File: src/design/wtpi_pkg.sv
// Shared constants and types of the windowed time-per-item estimator.
package wtpi_pkg;

  localparam int EVENT_DEPTH     = 64;
  localparam int TIME_BITS       = 48;
  localparam int ELAPSED_BITS    = 32;
  localparam int COUNT_BITS      = 16;
  localparam int WINDOW_BITS     = 32;
  localparam int SPEED_BITS      = 56;
  localparam int FRAC_BITS       = 8;
  localparam int MIN_KEPT_EVENTS = 2;
  localparam int QUEUE_DEPTH     = 2;

  localparam int SLOT_BITS   = $clog2(EVENT_DEPTH);
  localparam int TOTAL_BITS  = $clog2(EVENT_DEPTH + 1);
  localparam int WSUM_BITS   = COUNT_BITS + $clog2(EVENT_DEPTH);
  localparam int DIV_BITS    = TIME_BITS + FRAC_BITS;
  localparam int ENTRY_BITS  = TIME_BITS + COUNT_BITS;
  localparam int QPTR_BITS   = $clog2(QUEUE_DEPTH);
  localparam int QCNT_BITS   = $clog2(QUEUE_DEPTH + 1);

  localparam logic [WINDOW_BITS-1:0] WINDOW_RESET = WINDOW_BITS'(10000000);

  // one queued report, classified by the front end
  typedef struct packed {
    logic                    is_report;
    logic [ELAPSED_BITS-1:0] elapsed;
    logic [COUNT_BITS-1:0]   count;
  } item_t;

  typedef struct packed {
    logic  valid;
    item_t item;
  } q_head_t;

  typedef struct packed {
    logic                 start;
    logic [DIV_BITS-1:0]  dividend;
    logic [WSUM_BITS-1:0] divisor;
  } div_req_t;

  typedef struct packed {
    logic                done;
    logic [DIV_BITS-1:0] quotient;
  } div_rsp_t;

endpackage

File: src/design/wtpi_rpt_if.sv
// Report channel: job duration and item count.
interface wtpi_rpt_if;
  import wtpi_pkg::*;
  logic                    valid;
  logic                    ready;
  logic [ELAPSED_BITS-1:0] elapsed_ticks;
  logic [COUNT_BITS-1:0]   item_count;
  modport source (output valid, output elapsed_ticks, output item_count, input ready);
  modport sink   (input valid, input elapsed_ticks, input item_count, output ready);
endinterface

File: src/design/wtpi_front.sv
// Front end: takes report transfers, tags zero-count reports, queues them.
module wtpi_front (
  input  logic              clk,
  input  logic              rst,
  wtpi_rpt_if.sink          rpt,
  input  logic              pop,
  output wtpi_pkg::q_head_t head
);
  import wtpi_pkg::*;

  item_t                entries [QUEUE_DEPTH];
  logic [QPTR_BITS-1:0] wr_ptr;
  logic [QPTR_BITS-1:0] rd_ptr;
  logic [QCNT_BITS-1:0] fill;
  logic                 push;

  assign rpt.ready = (fill != QCNT_BITS'(QUEUE_DEPTH));
  assign push      = rpt.valid && rpt.ready;

  assign head.valid = (fill != '0);
  assign head.item  = entries[rd_ptr];

  always_ff @(posedge clk) begin
    if (push) begin
      entries[wr_ptr] <= '{is_report: (rpt.item_count != '0),
                           elapsed:   rpt.elapsed_ticks,
                           count:     rpt.item_count};
    end
  end

  always_ff @(posedge clk) begin
    if (rst) begin
      wr_ptr <= '0;
      rd_ptr <= '0;
      fill   <= '0;
    end else begin
      if (push) begin
        wr_ptr <= (wr_ptr == QPTR_BITS'(QUEUE_DEPTH - 1)) ? '0 : wr_ptr + 1'b1;
      end
      if (pop) begin
        rd_ptr <= (rd_ptr == QPTR_BITS'(QUEUE_DEPTH - 1)) ? '0 : rd_ptr + 1'b1;
      end
      case ({push, pop})
        2'b10:   fill <= fill + 1'b1;
        2'b01:   fill <= fill - 1'b1;
        default: fill <= fill;
      endcase
    end
  end

endmodule

File: src/flat_wrapper.sv
// flat-port wrapper written by rule: the top's interface ports become plain ports
module wtpi_front_flat import wtpi_pkg::*;
  (clk, rst, pop, head, rpt_valid, rpt_elapsed_ticks, rpt_item_count, rpt_ready);
  wtpi_rpt_if rpt_i ();
  input  logic clk;
  input  logic rst;
  input  logic pop;
  output wtpi_pkg::q_head_t head;
  input wire logic [$bits(rpt_i.valid)-1:0] rpt_valid;
  input wire logic [$bits(rpt_i.elapsed_ticks)-1:0] rpt_elapsed_ticks;
  input wire logic [$bits(rpt_i.item_count)-1:0] rpt_item_count;
  output wire logic [$bits(rpt_i.ready)-1:0] rpt_ready;
  assign rpt_i.valid = rpt_valid;
  assign rpt_i.elapsed_ticks = rpt_elapsed_ticks;
  assign rpt_i.item_count = rpt_item_count;
  assign rpt_ready = rpt_i.ready;
  wtpi_front u_core (.clk(clk), .rst(rst), .rpt(rpt_i), .pop(pop), .head(head));
endmodule
File: config.mk
export PLATFORM = sky130hd
export DESIGN_NAME = wtpi_front_flat
export DESIGN_NICKNAME = d
export VERILOG_FILES = /design/src/design/wtpi_pkg.sv /design/src/design/wtpi_rpt_if.sv /design/src/design/wtpi_front.sv /design/src/flat_wrapper.sv
export SDC_FILE = /design/constraint.sdc
export NUM_CORES = 1
export LEC_CHECK = 0
export BUFFER_PORTS_ARGS = -buffer_cell sky130_fd_sc_hd__buf_2
export CORE_MARGIN = 1.5
export CORE_UTILIZATION = 25
export CTS_BUF_LIST = sky130_fd_sc_hd__clkbuf_4
export CTS_CLUSTER_DIAMETER = 60
export DETAILED_ROUTE_END_ITERATION = 10
export GPL_TIMING_DRIVEN = 0
export PLACE_DENSITY_LB_ADDON = 0.12
export SETUP_SLACK_MARGIN = 0.2
export SYNTH_ARGS = -nofsm -noshare
export SYNTH_HDL_FRONTEND = slang
export SYNTH_SLANG_ARGS = --single-unit
export TNS_END_PERCENT = 50
File: constraint.sdc
create_clock -name clk -period 3 [get_ports clk]
set_input_delay 0.75 -clock clk [delete_from_list [all_inputs] [get_ports clk]]
set_output_delay 0.75 -clock clk [all_outputs]
set_load 0.05 [all_outputs]
* After elaboration in Yosys (flattened, before gate mapping)
Memories as Yosys holds them, arrays and structs flattened. A register that Yosys moved wholly into a read port is not among the register bits.
Cells that the tools add are included.
** Operators by class
- Reduce and logical (&&, ||, !) cells :: 4
- Muxes and demuxes :: 7
- Add/subtract/negate cells :: 4
- Equal/unequal tests :: 3
** Operator list (number)
- $reduce_bool 16->1 :: 1
- $mux 1 :: 6
- $pmux 2 s2 :: 1
- $reduce_bool 2->1 :: 2
- $add 1x1->1 const B :: 2
- $add 2x1->2 const B :: 1
- $eq 2x1->1 const B :: 1
- $eq 2x2->1 const B :: 1
- $ne 2x2->1 const B :: 1
- $sub 2x1->2 const B :: 1
- $logic_and 1x1->1 :: 1
** Word-level totals
- Bits of input ports :: 52
- Output and inout bits :: 51
- Logic and storage cells :: 22
- Register bits :: 4
- Memories kept :: 1
- Memory bits (writable) :: 98
** Memory list
- u_core.entries :: words 2, width 49, rd ports 1, clocked after memory_dff 1, wr ports 1, line wtpi_front.sv:11 : item_t entries [QUEUE_DEPTH];

* Logic depth before layout (Yosys ltp)
Gate-level depths: netlist of the first run.
- Word-level depth :: 4
- Gate-level depth with buffers :: 6

* Worst setup path before layout of the first run
Ideal clock, no wire load.
- Path type :: register to register
- From :: reg u_core.fill[0]
- To :: mem u_core.entries[1][0] in the netlist's numbering (enable)
- Cell stages (with the launch flop) :: 3
- Arrival time :: 2192 ps
- Period minus slack after synthesis :: 2603 ps
- Setup time :: 412 ps
- Path slack :: 397 ps
- Data required time :: 2588 ps
- Cell sequence :: dfxtp_1 > nand2b_1 > and3_1
** On the way
- Word-level cells in the longest chain between the ends :: 4
** Ends and longest elaborated chain
- start: declaration :: line wtpi_front.sv:14 : logic [QCNT_BITS-1:0] fill;
- start signal: assignment :: line wtpi_front.sv:44 : 2'b10: fill <= fill + 1'b1;
- start signal: assignment :: line wtpi_front.sv:45 : 2'b01: fill <= fill - 1'b1;
- start signal: assignment :: line wtpi_front.sv:46 : default: fill <= fill;
- $ne 2x2->1 :: line wtpi_front.sv:17 : assign rpt.ready = (fill != QCNT_BITS'(QUEUE_DEPTH));
- via rpt_ready :: line flat_wrapper.sv:12 : output wire logic [$bits(rpt_i.ready)-1:0] rpt_ready;
- $logic_and 1x1->1 :: line wtpi_front.sv:18 : assign push = rpt.valid && rpt.ready;
- $mux 1 :: line wtpi_front.sv:24 : if (push) begin
- $mux 1 (implied by the code) :: line wtpi_front.sv:25 : entries[wr_ptr] <= '{is_report: (rpt.item_count != '0),
- end: declaration :: line wtpi_front.sv:11
The timed path passes the listed nets, and every way through them passes these cells.

==> impl_results.md, run 1 <==
- Clk sink count: 103
- EDFF count, synth: 98
- Post-CTS Repair Setup Buffers: 0
- Grt peak-use layer: met2
- Slew @ Worst Pin: 529 ps
- Max Slew Vio Count: 0
- Core area: 0.0146 mm2
- Synthesis Warnings: 0
- Vias/cell: 4.08
- Synth Net Count: 233
- Synth top area cells: edfxtp_1 78%, mux2_2 15%, dfxtp_1 2.7%
- Netlist area before placement: 0.00377 mm2
- Crit-path max FO: 10
- Initial Util: 0.258
- Clk root buf: clkbuf_4
- Synth cell count leaders: 98 x edfxtp_1, 49 x mux2_2, 5 x dfxtp_1
- TNS Setup: 0 ps
- Peak per-stage delay on the critical path: 420 ps
- Hold slack: 471 ps
- Initial DRC count: 56
- # hold bufs at CTS: 0
- Fin nets: 348
- Critical R2R Capture: u_core.entries[1][42]
- GR Util met3: 0.0552
- Std-Cell Rows: 44
- Layout cells sized above 1: 0.592
- Die X: 126 um
- Worst-path cell chain: buf_6 > buf_4 > mux2_2 > buf_2
- Type of the most critical hold path: input port to flop
- Netlist cell types: 21
- Placer Congestion: 0.627
- Hold Crit Depth: 1
- Worst EP required: 2250 ps
- Total iterations of the first detailed-routing run: 7
- Failing checks: DRC
- CTS buffer count: 9
- Peak supply drop: 0.345 mV
- HP Start: rpt_elapsed_ticks[21]
- Initial antenna violation count: 0
- Seq/Total Area, Yosys: 0.807
- Final Cycle Share: 0.865
- Num ports: 103
- M2 GR Usage: 0.159
- First-pass GRT wire length: 11100 um
- Mapped Avg Cell Area: 21.0 um2
- Final clock skew: 10.5 ps
- Post-Route WL: 7340 um
- Placed Instance Area: 0.00455 mm2
- Count leader, synth: edfxtp_1
- Clock Latency Late Sink: 460 ps
- Worst r2r path cells: 3
- Bufs on Longest Clock Path: 2
- Startpoint Class: flop
- Routed wire per std cell: 15.2 um
- Crit path kind: flop to output port
- Fillers: 1448
- Final setup fails: 0
- Vias in the first global route: 2050
- Yosys reg bits: 103
- Tmin final: 2590 ps
- TritonCTS clock tree: yes
- Cts repair resizes: 0
- Slew margin rel.: 0.647
- Post-DP HPWL: 4800 um
- CP delay by family, top: buffers and inverters
- Hold EP: u_core.entries[0][37]
- Synth Flop Type: edfxtp_1
- GR Util All Layers: 0.0970
- Die footprint: 0.0158 mm2
- Via count: 1972
- DRT antenna net count: 0
- Worst-path clk slew: 150 ps
- RSZ-0062 raised after global routing: no
- Status: complete, but fails checks
- Htree depth: 3
- Pin count of the biggest net entering global routing: 32
- CP arrival: 1840 ps
- WP buf/inv: 3
- Area leader, netlist: edfxtp_1
- Inserted Diodes: 0
- Residual DRC: 4
- Post-synth ARST share: 0
- Non-filler cells, final: 483
- Mapped Cells: 180
- RR Startpoint: u_core.fill[0]
- Leakage: 0.00172 uW
- Max cap viols: 0
- Met1 usage: 0.106
- Worst setup EP type: output port
- Cell total after placement: 468
- CP max stage cell: dfxtp_1
- Die height: 126 um
- Fmax: 0.385 GHz
- Area Overhead vs Synth: 25.5%
- Final instance area: 0.00473 mm2
- Fin. Hold Viols: 0
- Number of port buffers: 102
- P per Cell Area: 712 mW/mm2
- Gr ovfl total: 0
- Yosys top cell area share: 0.780
- R2R setup slack: 1220 ps
[cell usage in the layout (no fill, tap or decap), types with 2 or more instances in the layout]
cell type / n
clkbuf_4: 9
mux2_2: 49
dfxtp_1: 5
clkinvlp_4: 2
a21oi_1: 2
buf_2: 105
nor2_1: 3
nor4_1: 4
xnor2_1: 2
buf_12: 2
edfxtp_1: 98
bufinv_16: 3
[flip-flops by register name (all words and copies together), names as in the netlist, named ones only]
| signal | cells |
|---|---|
| u_core.fill | 2 |
| u_core.rd_ptr | 1 |
| u_core.entries | 98 |
| u_core.wr_ptr | 1 |
[worst reg2reg max path: stages (launching register included)]
cell and delay [ps]:
dfxtp_1 420, nand2b_1 210, and3_2 560, buf_12 290
[per-layer routing]
metal | share of wire | routed length, um
met1 | 0.40 | 2920
met2 | 0.49 | 3620
met3 | 0.096 | 706
met4 | 0.013 | 95
met5 | 0 | 0
[how the worst max path moves through the flow]
stage / end / cells after the start / start / slack (ps)
6_report: head[33] / 4 / flop / 410
5_1_grt: head[33] / 4 / flop / 220
4_1_cts: head[40] / 4 / flop / 240
3_5_place_dp: head[40] / 4 / flop / 810
3_3_place_gp: u_core.entries[1][32] / 2 / rpt_valid / -360
2_1_floorplan: u_core.entries[1][0] / 2 / u_core.fill[0] / 400
[cell families (layout without fill, tap and decap cells)]
| logic type | Yosys count | in the layout | share of synthesized area |
|---|---|---|---|
| AND/OR/NAND/NOR | 14 | 14 | 0.0209 |
| multiplexers | 49 | 49 | 0.146 |
| XOR/XNOR | 3 | 3 | 0.00697 |
| flip-flops | 103 | 103 | 0.807 |
| AO/OA/AOI/OAI | 4 | 4 | 0.00663 |
| adder cells (fa/ha/maj) | 1 | 1 | 0.00332 |
| buffers and inverters | 6 | 125 | 0.00895 |
[metrics by stage]
step                 util  power, uW  worst slack [ps]
finish              0.323       3370               405
floorplan               -       2350               397
global placement    0.308       2550              -357
detailed placement  0.311       2560               809
global route        0.323       3530               223
CTS                 0.323       3430               239
[report_power, final]
group / total [uW] / switching (uW) / internal (uW)
registers: 1750 / 29.7 / 1720
logic: 763 / 550 / 213
clock network: 858 / 443 / 416
[area by class of cell]
type | count | area (um2) | area share
Timing Repair Buffer | 104 | 551 | 0.116
Tap cell | 184 | 230 | 0.0486
Inverter | 1 | 3.75 | 0.000793
Clock buffer | 9 | 67.6 | 0.0143
Clock inverter | 6 | 110 | 0.0233
Sequential cell | 103 | 3040 | 0.643
Multi-Input combinational cell | 71 | 696 | 0.147
Buffer | 5 | 33.8 | 0.00714
Note: power is estimated with default switching activity, not from simulation.
==> inputs of run 2 (changes only) <==
Settings changed: CORE_UTILIZATION 25 to 54.
==> run 2 against run 1 <==
Net effect: the flow now finishes without violations; sequential power about the same; combinational power down 2%; power down 3.5%; hold slack better by 24 ps; final area down 3.3%; maximum frequency up 1.3%.
==> impl_results.md, run 2 (synthesis gave the netlist of run 1 again) <==
- Number of port buffers: 102 (unchanged)
- Clk root buf: clkbuf_4
- Cell total after placement: 364 (-22%)
- Via count: 1987 (+0.76%)
- Residual DRC: 0 (-4)
- Worst-path clk slew: 160 ps (about the same)
- Clock Latency Late Sink: 430 ps (-30 ps)
- # hold bufs at CTS: 0 (unchanged)
- Worst EP required: 2250 ps (about the same)
- Vias/cell: 5.23 (+28%)
- Fin nets: 348 (unchanged)
- Area Overhead vs Synth: 21.4%
- Final Cycle Share: 0.854 (-0.0108)
- Die footprint: 0.00749 mm2 (-53%)
- Non-filler cells, final: 380 (-21%)
- Tmin final: 2560 ps (-32.5 ps)
- Commonest non-fill, non-tap cells in the layout: 105 x buf_2, 98 x edfxtp_1, 49 x mux2_2, 9 x clkbuf_4, 5 x dfxtp_1
- Inserted Diodes: 0 (unchanged)
- Core area: 0.00676 mm2 (-54%)
- Pin count of the biggest net entering global routing: 28 (-13%)
- Leakage: 0.00171 uW (-0.70%)
- Initial DRC count: 105 (+88%)
- Crit-path max FO: 10 (unchanged)
- Initial Util: 0.558 (+0.301)
- Htree depth: 3 (unchanged)
- Routed wire per std cell: 15.9 um (+4.5%)
- Slew @ Worst Pin: 588 ps (+58.9 ps)
- Switching share of total power: 0.304 (+0.000574)
- Max cap viols: 0 (unchanged)
- Placer Congestion: 0.688 (+9.6%)
- Die height: 86.6 um (-31%)
- CTS buffer count: 9 (unchanged)
- Die X: 86.6 um (-31%)
- Post-DP HPWL: 4060 um (-15%)
- Commonest non-fill, non-tap cell in the layout: buf_2
- Vias in the first global route: 2017 (-1.6%)
- Status: finished, final reports clean
- Largest Register: u_core.entries
- Total iterations of the first detailed-routing run: 4 (-3)
- Num ports: 103 (unchanged)
- Fin. Hold Viols: 0 (unchanged)
- Gr ovfl total: 0 (unchanged)
- Final clock skew: 18.6 ps (+8.09 ps)
- First-pass GRT wire length: 9140 um (-18%)
- HP Start: rpt_elapsed_ticks[29]
- Seq pwr share: 0.538 (+0.019)
- Placed Instance Area: 0.00442 mm2 (-2.9%)
- Clk sink count: 103 (unchanged)
- Layout cells sized above 1: 0.587 (-0.00531)
- Crit path kind: flop to output port
- Max reg flops: 98 (unchanged)
- Post-Route WL: 6030 um (-18%)
- Type of the most critical hold path: input port to flop
- Worst setup EP type: output port
- Startpoint Class: flop
- Peak supply drop: 0.406 mV (+17%)
- Final instance area: 0.00458 mm2 (-3.3%)
- CP arrival: 1810 ps (-30 ps)
- Initial antenna violation count: 0 (unchanged)
- GR Util All Layers: 0.166 (+0.0689)
- P per Cell Area: 710 mW/mm2 (-0.23%)
- Cts repair resizes: 0 (unchanged)
- Top Registers: u_core.entries x98, u_core.fill x2
- Std-Cell Rows: 30 (-32%)
- Slew margin rel.: 0.608 (-0.0393)
- RSZ-0062 raised after global routing: no
- Bufs on Longest Clock Path: 2 (unchanged)
- Fmax: 0.390 GHz (+1.3%)
- NetSw: 988 uW (-3.3%)
- RR Startpoint: u_core.fill[0]
- Post-CTS Repair Setup Buffers: 0 (unchanged)
- Int Pwr: 2260 uW (-3.6%)
- DRT antenna net count: 0 (unchanged)
- TritonCTS clock tree: yes
- Gate power share: 0.231 (+0.005)
- Final setup fails: 0 (unchanged)
- Max Slew Vio Count: 0 (unchanged)
- Clock group share of total power: 0.231 (-0.024)
==> run 2: changes by cell type in the layout (fill, tap and decap cells not counted), sizes merged <==
cell    change
clkinv      +2
bufinv      -1
==> run 2: final timing paths <==
path              depth (start not counted)  slack [ps]                    end
hold / removal                            1         490  u_core.entries[0][45]
setup / recovery                          4         440               head[31]
hold reg to reg                           2         550          u_core.rd_ptr
setup reg to reg                          3        1200  u_core.entries[1][26]
==> run 2: layout make-up <==
| type | instances | area, um2 |
|---|---|---|
| Sequential cell | 103 | 3040 |
| Fill cell | 492 | 2180 |
| Multi-Input combinational cell | 71 | 696 |
| Timing Repair Buffer | 104 | 551 |
| Tap cell | 80 | 100 |
| Clock inverter | 7 | 87.6 |
| Clock buffer | 9 | 67.6 |
| Buffer | 5 | 30.0 |
| Inverter | 1 | 3.75 |
==> run 2: through the flow <==
| stage | power [uW] | setup WS (ps) | util | hold slack [ps] | setup TNS (ps) |
|---|---|---|---|---|---|
| 2_1_floorplan | 2350 | 397 | - | 461 | 0 |
| 3_3_place_gp | 2520 | -118 | 0.649 | 489 | -5610 |
| 3_5_place_dp | 2540 | 868 | 0.655 | 510 | 0 |
| 4_1_cts | 3280 | 371 | 0.678 | 472 | 0 |
| 5_1_grt | 3370 | 304 | 0.678 | 462 | 0 |
| 6_report | 3250 | 438 | 0.678 | 494 | 0 |
==> run 2: power by group through the flow <==
stage	Sequential, uW	Clock [uW]	Combinational [uW]
6_report	1750	751	750
5_1_grt	1760	818	788
4_1_cts	1750	764	760
3_5_place_dp	1790	0	758
3_3_place_gp	1790	0	735
2_1_floorplan	1780	0	569
==> run 2: critical path, stage by stage, from the launching register on <==
cell,delay (ps)
dfxtp_1,400
buf_4,220
buf_4,210
mux2_2,360
buf_2,210
==> run 2: layer usage <==
metal / vias up / share of wire / GRT usage
met2: 73 / 0.52 / 0.293
li1: 941 / - / -
met4: 0 / 0.016 / 0.0777
met3: 11 / 0.064 / 0.0400
met1: 962 / 0.40 / 0.190
met5: - / 0 / 0
==> inputs of run 3 (changes only) <==
Settings changed: BUFFER_PORTS_ARGS -buffer_cell sky130_fd_sc_hd__buf_2 to default, CORE_UTILIZATION 54 to 61, DONT_BUFFER_PORTS from default to 1.
==> run 3 against run 2 <==
Net effect: power shrank 6.1%; sequential share of layout area rose by 8.5 points; critical path type unchanged; non-clock buffer count fell by 102; via count shrank 21%; combinational power is 15% lower; routed wire length down 9.6%; global-route usage shrank 0.36 points; critical endpoint unchanged.
==> impl_results.md, run 3 (synthesis gave the netlist of run 1 again) <==
- Status: finished, final reports clean
- Inserted Diodes: 0 (unchanged)
- # hold bufs at CTS: 0 (unchanged)
- Bufs on Longest Clock Path: 2 (unchanged)
- RSZ-0062 raised after global routing: no
- Commonest non-fill, non-tap cells in the layout: 98 x edfxtp_1, 49 x mux2_2, 10 x clkbuf_4, 5 x dfxtp_1, 4 x nor4_1
- Int Pwr: 2120 uW (-6.4%)
- Tmin final: 2410 ps (-148 ps)
- Vias in the first global route: 1611 (-20%)
- Die footprint: 0.00666 mm2 (-11%)
- Max cap viols: 0 (unchanged)
- Fmax: 0.414 GHz (+6.1%)
- Clk root buf: clkbuf_4
- Post-Route WL: 5460 um (-9.6%)
- Final Cycle Share: 0.805 (-0.0492)
- First-pass GRT wire length: 7610 um (-17%)
- Initial DRC count: 49 (-53%)
- Gr ovfl total: 0 (unchanged)
- Worst EP required: 2250 ps (about the same)
- Layout cells sized above 1: 0.374 (-0.213)
- Crit path kind: flop to output port
- Htree depth: 3 (unchanged)
- Post-CTS Repair Setup Buffers: 0 (unchanged)
- Area Overhead vs Synth: 7.60%
- Crit-path most repeated cell: buf_4
- Fillers: 380 (-23%)
- Switching share of total power: 0.306 (+0.00188)
- Residual DRC: 0 (unchanged)
- Std-Cell Rows: 28 (-6.7%)
- Peak per-stage delay on the critical path: 480 ps (+80 ps)
- Commonest non-fill, non-tap cell in the layout: edfxtp_1
- WP buf/inv: 2 (-1)
- Number of port buffers: 0 (-100%)
- Crit-path max FO: 10 (unchanged)
- Core area: 0.00596 mm2 (-12%)
- TNS Setup: 0 ps (unchanged)
- Final clock skew: 11.2 ps (-7.40 ps)
- Max reg flops: 98 (unchanged)
- Worst-path clk slew: 140 ps (-20 ps)
- Type of the most critical hold path: input port to flop
- Seq pwr share: 0.574 (+0.036)
- DRT antenna net count: 0 (unchanged)
- Vias/cell: 5.75 (+10%)
- Post-Route Utilization: 0.681 (+0.00371)
- Hold slack: 390 ps (-104 ps)
- Placer Congestion: 0.687 (about the same)
- Clock group share of total power: 0.217 (-0.014)
- Final setup fails: 0 (unchanged)
- Gate power share: 0.209 (-0.022)
- Worst setup EP type: output port
- Final Power: 3050 uW (-6.1%)
- Total iterations of the first detailed-routing run: 4 (unchanged)
- Routed wire per std cell: 20.0 um (+26%)
- CP max stage cell: mux2_2
- Fin. Hold Viols: 0 (unchanged)
- Worst-path cell chain: buf_4 > buf_4 > mux2_2
- Pin count of the biggest net entering global routing: 26 (-7.1%)
- Die height: 81.6 um (-5.7%)
- P per Cell Area: 752 mW/mm2 (+5.9%)
- Via count: 1570 (-21%)
- Clk sink count: 103 (unchanged)
- Cts repair resizes: 0 (unchanged)
- Fin nets: 246 (-29%)
- TritonCTS clock tree: yes
- NetSw: 934 uW (-5.5%)
- Post-DP HPWL: 3770 um (-7.1%)
- Top Registers: u_core.entries x98, u_core.fill x2
- Leakage: 0.00131 uW (-24%)
- Slew margin rel.: 0.569 (-0.0391)
- Num ports: 103 (unchanged)
- CP arrival: 1660 ps (-150 ps)
- Max Slew Vio Count: 0 (unchanged)
- Die X: 81.6 um (-5.7%)
- Slew @ Worst Pin: 647 ps (+58.6 ps)
- CTS buffer count: 9 (unchanged)
- CP delay by family, top: multiplexers
- Largest Register: u_core.entries
- Startpoint Class: flop
- Peak supply drop: 0.519 mV (+28%)
- Initial Util: 0.633 (+0.0750)
- Clock Latency Late Sink: 400 ps (-30 ps)
- Initial antenna violation count: 0 (unchanged)
- GR Util All Layers: 0.162 (-0.00358)
run 3: changes by cell type in the layout (fill, tap and decap cells not counted), sizes merged:
cell    before  now
buf        109    7
clkbuf       9   10
bufinv       2    1
run 3: path summary, 6_finish.rpt:
check / from / to / slack [ps] / cells after the start
setup reg to reg: u_core.fill[0] / u_core.entries[1][46] / 750 / 3
setup / recovery: flop / head[31] / 590 / 3
hold / removal: rst / u_core.wr_ptr / 390 / 1
hold reg to reg: u_core.fill[1] / u_core.fill[1] / 510 / 2
run 3: final cells by class:
| class | instances | area, um2 | share of cell area |
|---|---|---|---|
| clock inverters | 6 | 61.3 | 0.0151 |
| repair buffers | 2 | 55.1 | 0.0136 |
| clock buffers | 10 | 75.1 | 0.0185 |
| plain buffers | 5 | 30.0 | 0.00740 |
| inverters | 1 | 3.75 | 0.000925 |
| flip-flops and latches | 103 | 3040 | 0.750 |
| well taps | 75 | 93.8 | 0.0231 |
| multi-input cells | 71 | 696 | 0.171 |
run 3: power by group through the flow:
stage | sequential [uW] | clock (uW) | combinational (uW)
finish | 1750 | 663 | 637
global route | 1760 | 731 | 663
CTS | 1750 | 678 | 644
detailed placement | 1790 | 0 | 642
global placement | 1790 | 0 | 613
floorplan | 1780 | 0 | 569
run 3: per-layer routing:
layer / track usage / vias to the layer above / routed length [um]
li1: - / 737 / -
met1: 0.169 / 743 / 1930
met2: 0.274 / 79 / 2740
met3: 0.0778 / 11 / 670
met4: 0.0797 / 0 / 119
met5: 0 / - / 0
run 3: through the flow:
step           area (um2)  cells  setup slack (ps)
2_1_floorplan        3770    180               397
4_1_cts              4060    273               530
5_1_grt              4060    273               466
3_5_place_dp         3920    257               772
6_report             4060    273               585
3_3_place_gp         3860    255             -65.3
